===== config.mk =====
export PLATFORM = sky130hd
export DESIGN_NAME = playfair_encipher
export DESIGN_NICKNAME = d
export VERILOG_FILES = /design/src/sv/pf_pkg.sv /design/src/sv/playfair_encipher.sv
export SDC_FILE = /design/constraint.sdc
export NUM_CORES = 1
export LEC_CHECK = 0
export BUFFER_PORTS_ARGS = -buffer_cell sky130_fd_sc_hd__buf_2
export CAP_MARGIN = 15
export CELL_PAD_IN_SITES_DETAIL_PLACEMENT = 1
export CELL_PAD_IN_SITES_GLOBAL_PLACEMENT = 2
export CORE_ASPECT_RATIO = 2
export CORE_MARGIN = 1.5
export CORE_UTILIZATION = 40
export DETAILED_ROUTE_END_ITERATION = 16
export PLACE_DENSITY = 0.88
export SETUP_SLACK_MARGIN = 0.2
export SLEW_MARGIN = 10
export SYNTH_ARGS = -nofsm -noshare
export SYNTH_HDL_FRONTEND = slang
export SYNTH_SLANG_ARGS = --single-unit

===== constraint.sdc =====
create_clock -name clk -period 3.57 [get_ports clk]
set_clock_uncertainty 0.15 [all_clocks]
set_input_delay 0.357 -clock clk [delete_from_list [all_inputs] [get_ports clk]]
set_output_delay 0.357 -clock clk [all_outputs]
set_load 0.02 [all_outputs]

===== src/sv/pf_pkg.sv =====
`default_nettype none

package pf_pkg;

    localparam int SIDE    = 5;
    localparam int CELLS   = 25;
    localparam int LETTERS = 26;

    localparam logic [4:0] Q_INDEX = 5'd16;
    localparam logic [4:0] X_INDEX = 5'd23;

    localparam logic [7:0] ASCII_LOWER_A = 8'd97;
    localparam logic [7:0] ASCII_LOWER_Z = 8'd122;
    localparam logic [6:0] ASCII_UPPER_A = 7'd65;
    localparam logic [6:0] ASCII_UPPER_Z = 7'd90;

    localparam logic [2:0] CMD_CLEAR    = 3'd0;
    localparam logic [2:0] CMD_KEY_CHAR = 3'd1;
    localparam logic [2:0] CMD_KEY_DONE = 3'd2;
    localparam logic [2:0] CMD_TEXT     = 3'd3;
    localparam logic [2:0] CMD_END      = 3'd4;

    localparam logic [1:0] ST_OK       = 2'd0;
    localparam logic [1:0] ST_Q        = 2'd1;
    localparam logic [1:0] ST_NO_KEY   = 2'd2;

    typedef logic [5:0] pos_t;

endpackage

`default_nettype wire


===== src/sv/playfair_encipher.sv =====
`default_nettype none

// Channel   Direction  tdata                  tuser          tlast
// s_axis    in         char_code[7:0]         cmd[2:0]       -
// m_axis    out        cipher_char[6:0], 0    status[1:0]    last_of_pair
//
// Key done walks the letters a..z, one letter per cycle through the single
// position-store write port; other commands are handled in the idle state.
// For a pair, each letter position and each cipher letter is one read of a store
// with a single read port, in turn; output stalls hold the cipher letters.
// rst_n clears the control state, placed bits, fill count and pending letter.
// Input is held off while a result waits in the output register.

module playfair_encipher
    import pf_pkg::*;
(
    input  wire logic       clk,
    input  wire logic       rst_n,
    input  wire logic       s_axis_tvalid,
    output logic            s_axis_tready,
    input  wire logic [7:0] s_axis_tdata,   // char_code[7:0]
    input  wire logic [2:0] s_axis_tuser,   // cmd[2:0]
    output logic            m_axis_tvalid,
    input  wire logic       m_axis_tready,
    output logic [7:0]      m_axis_tdata,   // cipher_char[6:0], zero[7]
    output logic            m_axis_tlast,
    output logic [1:0]      m_axis_tuser    // status[1:0]
);

    localparam logic [2:0] S_IDLE = 3'd0;
    localparam logic [2:0] S_FILL = 3'd1;
    localparam logic [2:0] S_PA   = 3'd2;
    localparam logic [2:0] S_PB   = 3'd3;
    localparam logic [2:0] S_CALC = 3'd4;
    localparam logic [2:0] S_K0   = 3'd5;
    localparam logic [2:0] S_E1   = 3'd6;
    localparam logic [2:0] S_E2   = 3'd7;

    function automatic logic [2:0] inc5(input logic [2:0] v);
        return (v == 3'(SIDE - 1)) ? 3'd0 : v + 3'd1;
    endfunction

    function automatic logic [4:0] cell_of(input logic [2:0] r, input logic [2:0] c);
        return {r, 2'b00} + {2'b00, r} + {2'b00, c};
    endfunction

    logic [2:0]         state_reg, state_next;
    logic [LETTERS-1:0] placed_reg, placed_next;
    logic [4:0]         fill_count_reg, fill_count_next;
    logic [2:0]         fill_row_reg, fill_row_next;
    logic [2:0]         fill_col_reg, fill_col_next;
    logic [4:0]         fi_reg, fi_next;
    logic [4:0]         pending_reg, pending_next;
    logic               pending_valid_reg, pending_valid_next;
    logic               key_ready_reg, key_ready_next;
    logic [4:0]         a_reg, a_next;
    logic [4:0]         b_reg, b_next;
    pos_t               pa_reg, pa_next;
    logic [4:0]         cell0_reg, cell0_next;
    logic [4:0]         cell1_reg, cell1_next;
    logic               out_valid_reg, out_valid_next;
    logic [6:0]         out_char_reg, out_char_next;
    logic               out_last_reg, out_last_next;
    logic [1:0]         out_status_reg, out_status_next;

    pos_t               lp_mem [LETTERS];
    pos_t               lp_q_reg;
    logic [4:0]         ks_mem [CELLS];
    logic [4:0]         ks_q_reg;

    logic               lp_we;
    logic [4:0]         lp_waddr;
    logic [4:0]         lp_raddr;
    pos_t               lp_wdata;
    logic               ks_we;
    logic [4:0]         ks_wdata;
    logic [4:0]         ks_raddr;

    logic               in_accept;
    logic               out_free;
    logic               lower;
    logic [4:0]         idx;
    logic [7:0]         idx_wide;
    logic               room;
    logic [2:0]         ra, ca, rb, cb;

    assign in_accept = s_axis_tvalid && s_axis_tready;
    assign out_free  = !out_valid_reg || m_axis_tready;
    assign lower     = (s_axis_tdata >= ASCII_LOWER_A) && (s_axis_tdata <= ASCII_LOWER_Z);
    assign idx_wide  = s_axis_tdata - ASCII_LOWER_A;
    assign idx       = lower ? idx_wide[4:0] : 5'd0;
    assign room      = fill_count_reg < 5'(CELLS);
    assign ra        = pa_reg[5:3];
    assign ca        = pa_reg[2:0];
    assign rb        = lp_q_reg[5:3];
    assign cb        = lp_q_reg[2:0];

    assign s_axis_tready = (state_reg == S_IDLE) && !out_valid_reg;
    assign m_axis_tvalid = out_valid_reg;
    assign m_axis_tdata  = {1'b0, out_char_reg};
    assign m_axis_tlast  = out_last_reg;
    assign m_axis_tuser  = out_status_reg;

    always_comb
    begin
        state_next         = state_reg;
        placed_next        = placed_reg;
        fill_count_next    = fill_count_reg;
        fill_row_next      = fill_row_reg;
        fill_col_next      = fill_col_reg;
        fi_next            = fi_reg;
        pending_next       = pending_reg;
        pending_valid_next = pending_valid_reg;
        key_ready_next     = key_ready_reg;
        a_next             = a_reg;
        b_next             = b_reg;
        pa_next            = pa_reg;
        cell0_next         = cell0_reg;
        cell1_next         = cell1_reg;
        out_valid_next     = out_valid_reg && !m_axis_tready;
        out_char_next      = out_char_reg;
        out_last_next      = out_last_reg;
        out_status_next    = out_status_reg;
        lp_we              = 1'b0;
        lp_waddr           = idx;
        lp_wdata           = {fill_row_reg, fill_col_reg};
        lp_raddr           = b_reg;
        ks_we              = 1'b0;
        ks_wdata           = idx;
        ks_raddr           = cell0_reg;

        case (state_reg)
            S_IDLE:
            begin
                if (in_accept)
                begin
                    case (s_axis_tuser)
                        CMD_CLEAR:
                        begin
                            placed_next        = '0;
                            fill_count_next    = 5'd0;
                            fill_row_next      = 3'd0;
                            fill_col_next      = 3'd0;
                            pending_next       = 5'd0;
                            pending_valid_next = 1'b0;
                            key_ready_next     = 1'b0;
                        end
                        CMD_KEY_CHAR:
                        begin
                            if (lower && idx == Q_INDEX)
                            begin
                                out_valid_next  = 1'b1;
                                out_char_next   = 7'd0;
                                out_last_next   = 1'b0;
                                out_status_next = ST_Q;
                            end
                            else if (lower && !key_ready_reg && !placed_reg[idx] && room)
                            begin
                                lp_we              = 1'b1;
                                ks_we              = 1'b1;
                                placed_next[idx]   = 1'b1;
                                fill_count_next    = fill_count_reg + 5'd1;
                                fill_col_next      = inc5(fill_col_reg);
                                if (fill_col_reg == 3'(SIDE - 1))
                                begin
                                    fill_row_next = fill_row_reg + 3'd1;
                                end
                            end
                        end
                        CMD_KEY_DONE:
                        begin
                            if (!key_ready_reg)
                            begin
                                fi_next    = 5'd0;
                                state_next = S_FILL;
                            end
                        end
                        CMD_TEXT:
                        begin
                            if (lower)
                            begin
                                if (!key_ready_reg)
                                begin
                                    out_valid_next  = 1'b1;
                                    out_char_next   = 7'd0;
                                    out_last_next   = 1'b0;
                                    out_status_next = ST_NO_KEY;
                                end
                                else if (idx == Q_INDEX)
                                begin
                                    out_valid_next  = 1'b1;
                                    out_char_next   = 7'd0;
                                    out_last_next   = 1'b0;
                                    out_status_next = ST_Q;
                                end
                                else if (!pending_valid_reg)
                                begin
                                    pending_next       = idx;
                                    pending_valid_next = 1'b1;
                                end
                                else if (pending_reg == idx)
                                begin
                                    a_next     = pending_reg;
                                    b_next     = X_INDEX;
                                    state_next = S_PA;
                                end
                                else
                                begin
                                    a_next             = pending_reg;
                                    b_next             = idx;
                                    pending_valid_next = 1'b0;
                                    state_next         = S_PA;
                                end
                            end
                        end
                        CMD_END:
                        begin
                            if (pending_valid_reg && key_ready_reg)
                            begin
                                a_next             = pending_reg;
                                b_next             = X_INDEX;
                                pending_valid_next = 1'b0;
                                state_next         = S_PA;
                            end
                        end
                        default:
                        begin
                        end
                    endcase
                end
            end
            S_FILL:
            begin
                lp_waddr = fi_reg;
                ks_wdata = fi_reg;
                if (fi_reg != Q_INDEX && !placed_reg[fi_reg] && room)
                begin
                    lp_we               = 1'b1;
                    ks_we               = 1'b1;
                    placed_next[fi_reg] = 1'b1;
                    fill_count_next     = fill_count_reg + 5'd1;
                    fill_col_next       = inc5(fill_col_reg);
                    if (fill_col_reg == 3'(SIDE - 1))
                    begin
                        fill_row_next = fill_row_reg + 3'd1;
                    end
                end
                if (fi_reg == 5'(LETTERS - 1))
                begin
                    key_ready_next = 1'b1;
                    state_next     = S_IDLE;
                end
                else
                begin
                    fi_next = fi_reg + 5'd1;
                end
            end
            S_PA:
            begin
                lp_raddr   = a_reg;
                state_next = S_PB;
            end
            S_PB:
            begin
                pa_next    = lp_q_reg;
                state_next = S_CALC;
            end
            S_CALC:
            begin
                if (ra == rb)
                begin
                    cell0_next = cell_of(ra, inc5(ca));
                    cell1_next = cell_of(rb, inc5(cb));
                end
                else if (ca == cb)
                begin
                    cell0_next = cell_of(inc5(ra), ca);
                    cell1_next = cell_of(inc5(rb), cb);
                end
                else
                begin
                    cell0_next = cell_of(ra, cb);
                    cell1_next = cell_of(rb, ca);
                end
                state_next = S_K0;
            end
            S_K0:
            begin
                ks_raddr   = cell0_reg;
                state_next = S_E1;
            end
            S_E1:
            begin
                ks_raddr = out_free ? cell1_reg : cell0_reg;
                if (out_free)
                begin
                    out_valid_next  = 1'b1;
                    out_char_next   = {2'b00, ks_q_reg} + ASCII_UPPER_A;
                    out_last_next   = 1'b0;
                    out_status_next = ST_OK;
                    state_next      = S_E2;
                end
            end
            S_E2:
            begin
                ks_raddr = cell1_reg;
                if (out_free)
                begin
                    out_valid_next  = 1'b1;
                    out_char_next   = {2'b00, ks_q_reg} + ASCII_UPPER_A;
                    out_last_next   = 1'b1;
                    out_status_next = ST_OK;
                    state_next      = S_IDLE;
                end
            end
            default:
            begin
                state_next = S_IDLE;
            end
        endcase
    end

    always_ff @(posedge clk)
    begin
        if (lp_we)
        begin
            lp_mem[lp_waddr] <= lp_wdata;
        end
        lp_q_reg <= lp_mem[lp_raddr];
    end

    always_ff @(posedge clk)
    begin
        if (ks_we)
        begin
            ks_mem[fill_count_reg] <= ks_wdata;
        end
        ks_q_reg <= ks_mem[ks_raddr];
    end

    always_ff @(posedge clk or negedge rst_n)
    begin
        if (!rst_n)
        begin
            state_reg         <= S_IDLE;
            placed_reg        <= '0;
            fill_count_reg    <= 5'd0;
            fill_row_reg      <= 3'd0;
            fill_col_reg      <= 3'd0;
            fi_reg            <= 5'd0;
            pending_reg       <= 5'd0;
            pending_valid_reg <= 1'b0;
            key_ready_reg     <= 1'b0;
            out_valid_reg     <= 1'b0;
        end
        else
        begin
            state_reg         <= state_next;
            placed_reg        <= placed_next;
            fill_count_reg    <= fill_count_next;
            fill_row_reg      <= fill_row_next;
            fill_col_reg      <= fill_col_next;
            fi_reg            <= fi_next;
            pending_reg       <= pending_next;
            pending_valid_reg <= pending_valid_next;
            key_ready_reg     <= key_ready_next;
            out_valid_reg     <= out_valid_next;
        end
    end

    always_ff @(posedge clk)
    begin
        a_reg          <= a_next;
        b_reg          <= b_next;
        pa_reg         <= pa_next;
        cell0_reg      <= cell0_next;
        cell1_reg      <= cell1_next;
        out_char_reg   <= out_char_next;
        out_last_reg   <= out_last_next;
        out_status_reg <= out_status_next;
    end

endmodule

`default_nettype wire


Yosys cells after proc, flatten, opt, wreduce, memory -nomap -nowiden
Memories as Yosys holds them, arrays and structs flattened. A register that Yosys moved wholly into a read port is not among the register bits.
Index checks and enable logic that the tools add are counted.
{"block": "totals", "mem_bits_rw": 281, "memories": 2, "regBits": 89, "latch_bits": 0, "out_inout_bits": 13, "romBits": 0, "inputBits": 15, "word_cells": 271}
{"memory": "lp_mem", "words": 26, "width": 6, "rd": 1, "rd_clocked_by_memory_dff": 1, "write_ports": 1, "line_no": "playfair_encipher.sv:66", "source": "pos_t lp_mem [LETTERS];"}
{"memory": "ks_mem", "words": 25, "width": 5, "rd": 1, "rd_clocked_by_memory_dff": 1, "write_ports": 1, "line_no": "playfair_encipher.sv:68", "source": "logic [4:0] ks_mem [CELLS];"}
{"block": "classes", "mul": 0, "eq_ne": 51, "div": 0, "shifts": 0, "muxes": 134, "n_reduce_logical": 37, "addsub": 20, "order_cmp": 7, "bitwise_logic": 2}
{"operator": "2-to-1 mux 5 bit", "count": 31}
{"operator": "2-to-1 mux 26 bit", "count": 4}
{"operator": "case mux 26 bit (2 select lines)", "count": 2}
{"operator": "2-to-1 mux 3 bit", "count": 24}
{"operator": "case mux 5 bit (2 select lines)", "count": 7}
{"operator": "bitwise OR 26 bit", "count": 2}
{"operator": "adder 5 x 3 -> 5 bit", "count": 10}
{"operator": "2-to-1 mux 7 bit", "count": 6}
{"operator": "2-to-1 mux 1 bit", "count": 33}
{"operator": "== test 3 bit, second input constant", "count": 10}
{"operator": "case mux 7 bit (2 select lines)", "count": 2}
{"operator": "!= test 3 bit, second input constant", "count": 9}
{"operator": "!= test 2 bit, second input constant", "count": 13}
{"operator": "case mux 3 bit (2 select lines)", "count": 4}
{"operator": "case mux 3 bit (8 select lines)", "count": 1}
{"operator": "AND reduction 7 bit", "count": 3}
{"operator": "adder 3 x 1 -> 3 bit, second input constant", "count": 6}
{"operator": "AND reduction 8 bit", "count": 2}
{"operator": "logical AND 1 bit", "count": 13}
{"operator": "== test 3 x 2 -> 1 bit, second input constant", "count": 4}
{"operator": "< comparator 5 x 6 -> 1 bit, second input constant", "count": 2}
{"operator": "2-to-1 mux 2 bit", "count": 6}
{"operator": "AND reduction 11 bit", "count": 1}
{"operator": "adder 5 x 1 -> 5 bit, second input constant", "count": 2}
{"operator": "30 further kinds", "count": 54}

Logic depth before layout (Yosys ltp)
{"block": "logic_depth", "word_depth": 15, "depth_mapped": 17, "mapped_depth_nobuf": 12}

Least setup slack after synthesis
No wires, ideal clock.
{"block": "synth_path", "path_type": "input-to-reg", "from": "input port s_axis_tdata[0]", "to": "memory lp_mem[13][0] (netlist name), enable pin", "path_buffers": 4, "setup_slack_ns": -1.550, "setup_time_ns": 0.386, "required_time_ns": 3.034, "path_stages": 12, "arrival_time_ns": 4.584, "path_cell_list": "clkbuf_1 > clkbuf_1 > clkbuf_1 > inv_1 > ha_1 > or3b_4 > or3_1 > buf_2 > nand3_1 > o31ai_1 > nand3_1 > nor4_1"}
{"block": "synth_between", "elab_cells_between_ends": 21, "classes_between": "add/sub: 1; order compare: 2; eq/ne: 1; mux: 11; reduce/logical: 6"}
{"item": "from (decl)", "line_no": "playfair_encipher.sv:21", "source": "input wire logic [7:0] s_axis_tdata,"}
{"item": ">= comparator 8 x 7 -> 1 bit / less-or-equal comparator 8 x 7 -> 1 bit (equally long branches)", "line_no": "playfair_encipher.sv:89", "source": "assign lower = (s_axis_tdata >= ASCII_LOWER_A) && (s_axis_tdata <= ASCII_LOWER_Z);"}
{"item": "logical AND 1 bit", "line_no": "playfair_encipher.sv:89"}
{"item": "2-to-1 mux 5 bit *", "line_no": "playfair_encipher.sv:91", "source": "assign idx = lower ? idx_wide[4:0] : 5'd0;"}
{"item": "2-to-1 mux 5 bit *"}
{"item": "net ks_wdata[3]", "line_no": "playfair_encipher.sv:76", "source": "logic [4:0] ks_wdata;"}
{"item": "to (decl)", "line_no": "playfair_encipher.sv:66"}
The timed path passes the listed nets; every way through them passes the cells marked *. The select of a mux whose other input is x is not followed.

Final worst setup path
{"block": "layout_path", "from": "register fi_reg[0]", "to": "memory lp_mem[4][4] (netlist name), enable pin"}
{"block": "layout_between", "elab_chain_len": 9, "elab_cells_between_ends": 11, "classes_between": "eq/ne: 1; mux: 7; reduce/logical: 3"}
{"item": "from (decl)", "line_no": "playfair_encipher.sv:52", "source": "logic [4:0] fi_reg, fi_next;"}
{"item": "from (signal assigned)", "line_no": "playfair_encipher.sv:363", "source": "fi_reg <= fi_next;"}
{"item": "binary-select mux 1 bit (select 5 bit)", "line_no": "playfair_encipher.sv:236", "source": "if (fi_reg != Q_INDEX && !placed_reg[fi_reg] && room)"}
{"item": "2-to-1 mux 1 bit (implied by the code)", "line_no": "playfair_encipher.sv:236"}
{"item": "logical NOT 1 bit", "line_no": "playfair_encipher.sv:236"}
{"item": "logical AND 1 bit (2 in a row)", "line_no": "playfair_encipher.sv:236"}
{"item": "2-to-1 mux 1 bit", "line_no": "playfair_encipher.sv:236"}
{"item": "case mux 1 bit (2 select lines)", "line_no": "playfair_encipher.sv:132", "source": "case (state_reg)"}
{"item": "2-to-1 mux 1 bit", "line_no": "playfair_encipher.sv:325", "source": "if (lp_we)"}
{"item": "2-to-1 mux 1 bit (implied by the code)", "line_no": "playfair_encipher.sv:327", "source": "lp_mem[lp_waddr] <= lp_wdata;"}
Parallel ways exist; a longest one is shown, timed or not. The select of a mux whose other input is x is not followed.

==> qor.yml <==
status:
  status: "completed"
finish:
  final_cell_area_sq_um: 22300
  drive_gt1_share_pct: 23.0
  n_antenna_cell: 0
  largest_reg_flops: 156
  nNetsFinal: 1733
  area_growth_pct: 20.3
global_routing:
  grt_max_degree: 79
  grt_pass1_vias: 14600
  overflow: 0
  gr-usage-all-layers_pct: 23.7
  antenna_found_initial: 0
  grt_pass1_wl_um: 84800
synth:
  ys.flop_type: "edfxtp_1"
  netlist_area_sq_um: 18500
  yosysSeqAreaShare_pct: 59.8
  synth_edf_count: 317
  synth_cell_types: 73
  synth.most_common_cell: "edfxtp_1"
  avgSynthCellArea_sq_um: 12.2
  synth_common_cells: "317 x edfxtp_1, 190 x nand2_1, 80 x a21oi_1"
  yosys.area.top_type: "edfxtp_1"
  synthTopCellsByArea: "edfxtp_1 51%, dfrtp_1 7.2%, nand2_1 3.9%"
  synthArstFlopShare_pct: 13.9
  yosysWarnings: 0
  synthCells: 1515
  synth_nets: 1587
  synth_seq_cells: 381
  synth_top_area_share_pct: 51.5
route:
  wl_um: 56900
  drtPass1Iterations: 5
  detail-route-antenna-nets: 0
  post-route-drc-count: 0
  drt_iter0_markers: 710
  num_vias: 13400
  wl_per_cell_um: 25.3
  drt-vias-per-instance: 5.95
setup_path:
  critPathMaxStageDelay_ps: 580
  path_common_cell: "buf_4"
  start_kind: "register"
  crit_fanout: 7
  critical_path_arrival_ps: 3550
  crit_type: "reg -> reg"
  end_kind: "register"
  required_ps: 3730
  cp_cell_sequence: "mux4_2 -> a22oi_1 -> nand3_1 -> o22ai_2 -> nand3_4 -> clkbuf_16 -> buf_4 -> nor4_4 -> buf_4"
  crit_family: "simple AND/OR/NAND/NOR gates"
  slowest_stage: "mux4_2"
  r2r-start: "fi_reg[0]"
  path_buf_inv: 3
  cp-startpoint: "fi_reg[0]"
floorplan:
  rows: 111
  die_width_um: 155
  core_sq_um: 45700
  die_area_sq_um: 47600
  pin_count: 28
  die_y_um: 307
  start_util_pct: 40.5
power_and_ir_drop:
  leakage_nw: 8.16
  vdd_drop_max_v: 0.000410
  power_density_nw_per_um2: 702
placement:
  io_buffer_count: 26
  dp_hpwl_um: 39700
  gp_congestion: 0.906
  placed_area_sq_um: 20800
clock_network:
  clock-sinks: 381
  clockBufferDepth: 3
  cts_buffers: 31
  clock_latency_ps: 590
  path_clk_slew_ps: 80
  root_buffer: "clkbuf_16"
  cts_tree: "built"
  h-tree-depth: 1
sta:
  max_freq_mhz: 295
  timing.hold.ws_ps: 43.6
  period_share_pct: 94.9
  setup_viol: 0
  hold_violations: 0
  tightest_slew_ps: 890
  tns_ps: 0
  relSlewSlack_pct: 40.5
  period_minus_slack_ps: 3390
  rsz0062_at_grt: "true"
  drv_slew: 0
min_path:
  hold_start: "s_axis_tuser[2]"
  hp-class: "in -> reg"
job:
  maxCapViolations: 0
[routing by layer]
metal	share of wire, %	wire length (um)	GRT usage (%)
met1	35	19700	23.9
met4	5.7	3220	12.5
met5	0	0	0
met3	3.1	1740	1.96
met2	57	32300	47.0
[worst paths after layout]
kind,depth (start not counted),slack (ps),end
min reg2reg,1,380,placed_reg[25]
max reg2reg,9,180,lp_mem[4][4]
min,3,40,key_ready_reg
max,9,180,lp_mem[4][4]
min in group asynchronous,2,100,placed_reg[2]
max in group asynchronous,4,2380,fill_count_reg[1]
[final cells by class]
cell class / instances / area [sq um]
Clock inverter: 19 / 234
Sequential cell: 381 / 11100
Multi-Input combinational cell: 1000 / 7560
Fill cell: 4634 / 23400
Timing Repair Buffer: 213 / 1740
Inverter: 34 / 134
Clock buffer: 37 / 808
Tap cell: 565 / 707
[layout by cell type (no fill, tap or decap), types with 43 or more instances in the layout]
master    count
a211oi_1     78
a21oi_1      77
and2_1       68
buf_4       171
dfrtp_1      49
edfxtp_1    317
ha_1         48
nand2_1     189
nor2_1       43
o21ai_0      57
[cells by family after synthesis]
kind of cell	synth area share, %
buffers and inverters	3.04
flip-flops	59.8
XOR/XNOR	1.37
adder cells (fa/ha/maj)	4.18
multiplexers	4.24
AND/OR/NAND/NOR	12.4
AO/OA/AOI/OAI	14.9
other	0.0203
[stage by stage]
step	total power [mW]	cells	util [%]	setup slack [ps]
after floorplan	9.70	1515	-	-540
after global placement	11.7	2163	45.6	-325
after detailed placement	11.9	2163	45.6	-454
after CTS	15.6	2220	47.9	214
after global routing	16.3	2249	48.7	88.4
final	15.6	2249	48.7	181
[report_power, final]
| group | total, mW | leakage, nW | internal (mW) | switching (mW) |
|---|---|---|---|---|
| Combinational | 6.03 | 3.92 | 2.30 | 3.73 |
| Sequential | 6.00 | 3.73 | 5.50 | 0.505 |
| Clock | 3.58 | 0.509 | 1.98 | 1.60 |
[repair_timing]
item | 4_1_cts | 5_1_grt
gates resized for setup | 3 | 19
setup buffers | 0 | 25
hold buffers | 1 | 0
endpoints found under the setup margin | 63 | 289
hold endpoints to repair | 41 | 0
cloned | 0 | 2
pin swaps | 2 | 11
[worst register-to-register path, stage by stage, from the launching register on]
cell and delay, ps:
dfrtp_2 530, mux4_2 590, a22oi_1 330, nand3_1 180
o22ai_2 260, nand3_4 230, clkbuf_16 240, buf_4 140
nor4_4 270, buf_4 200
(Power assumes the default switching activity.)
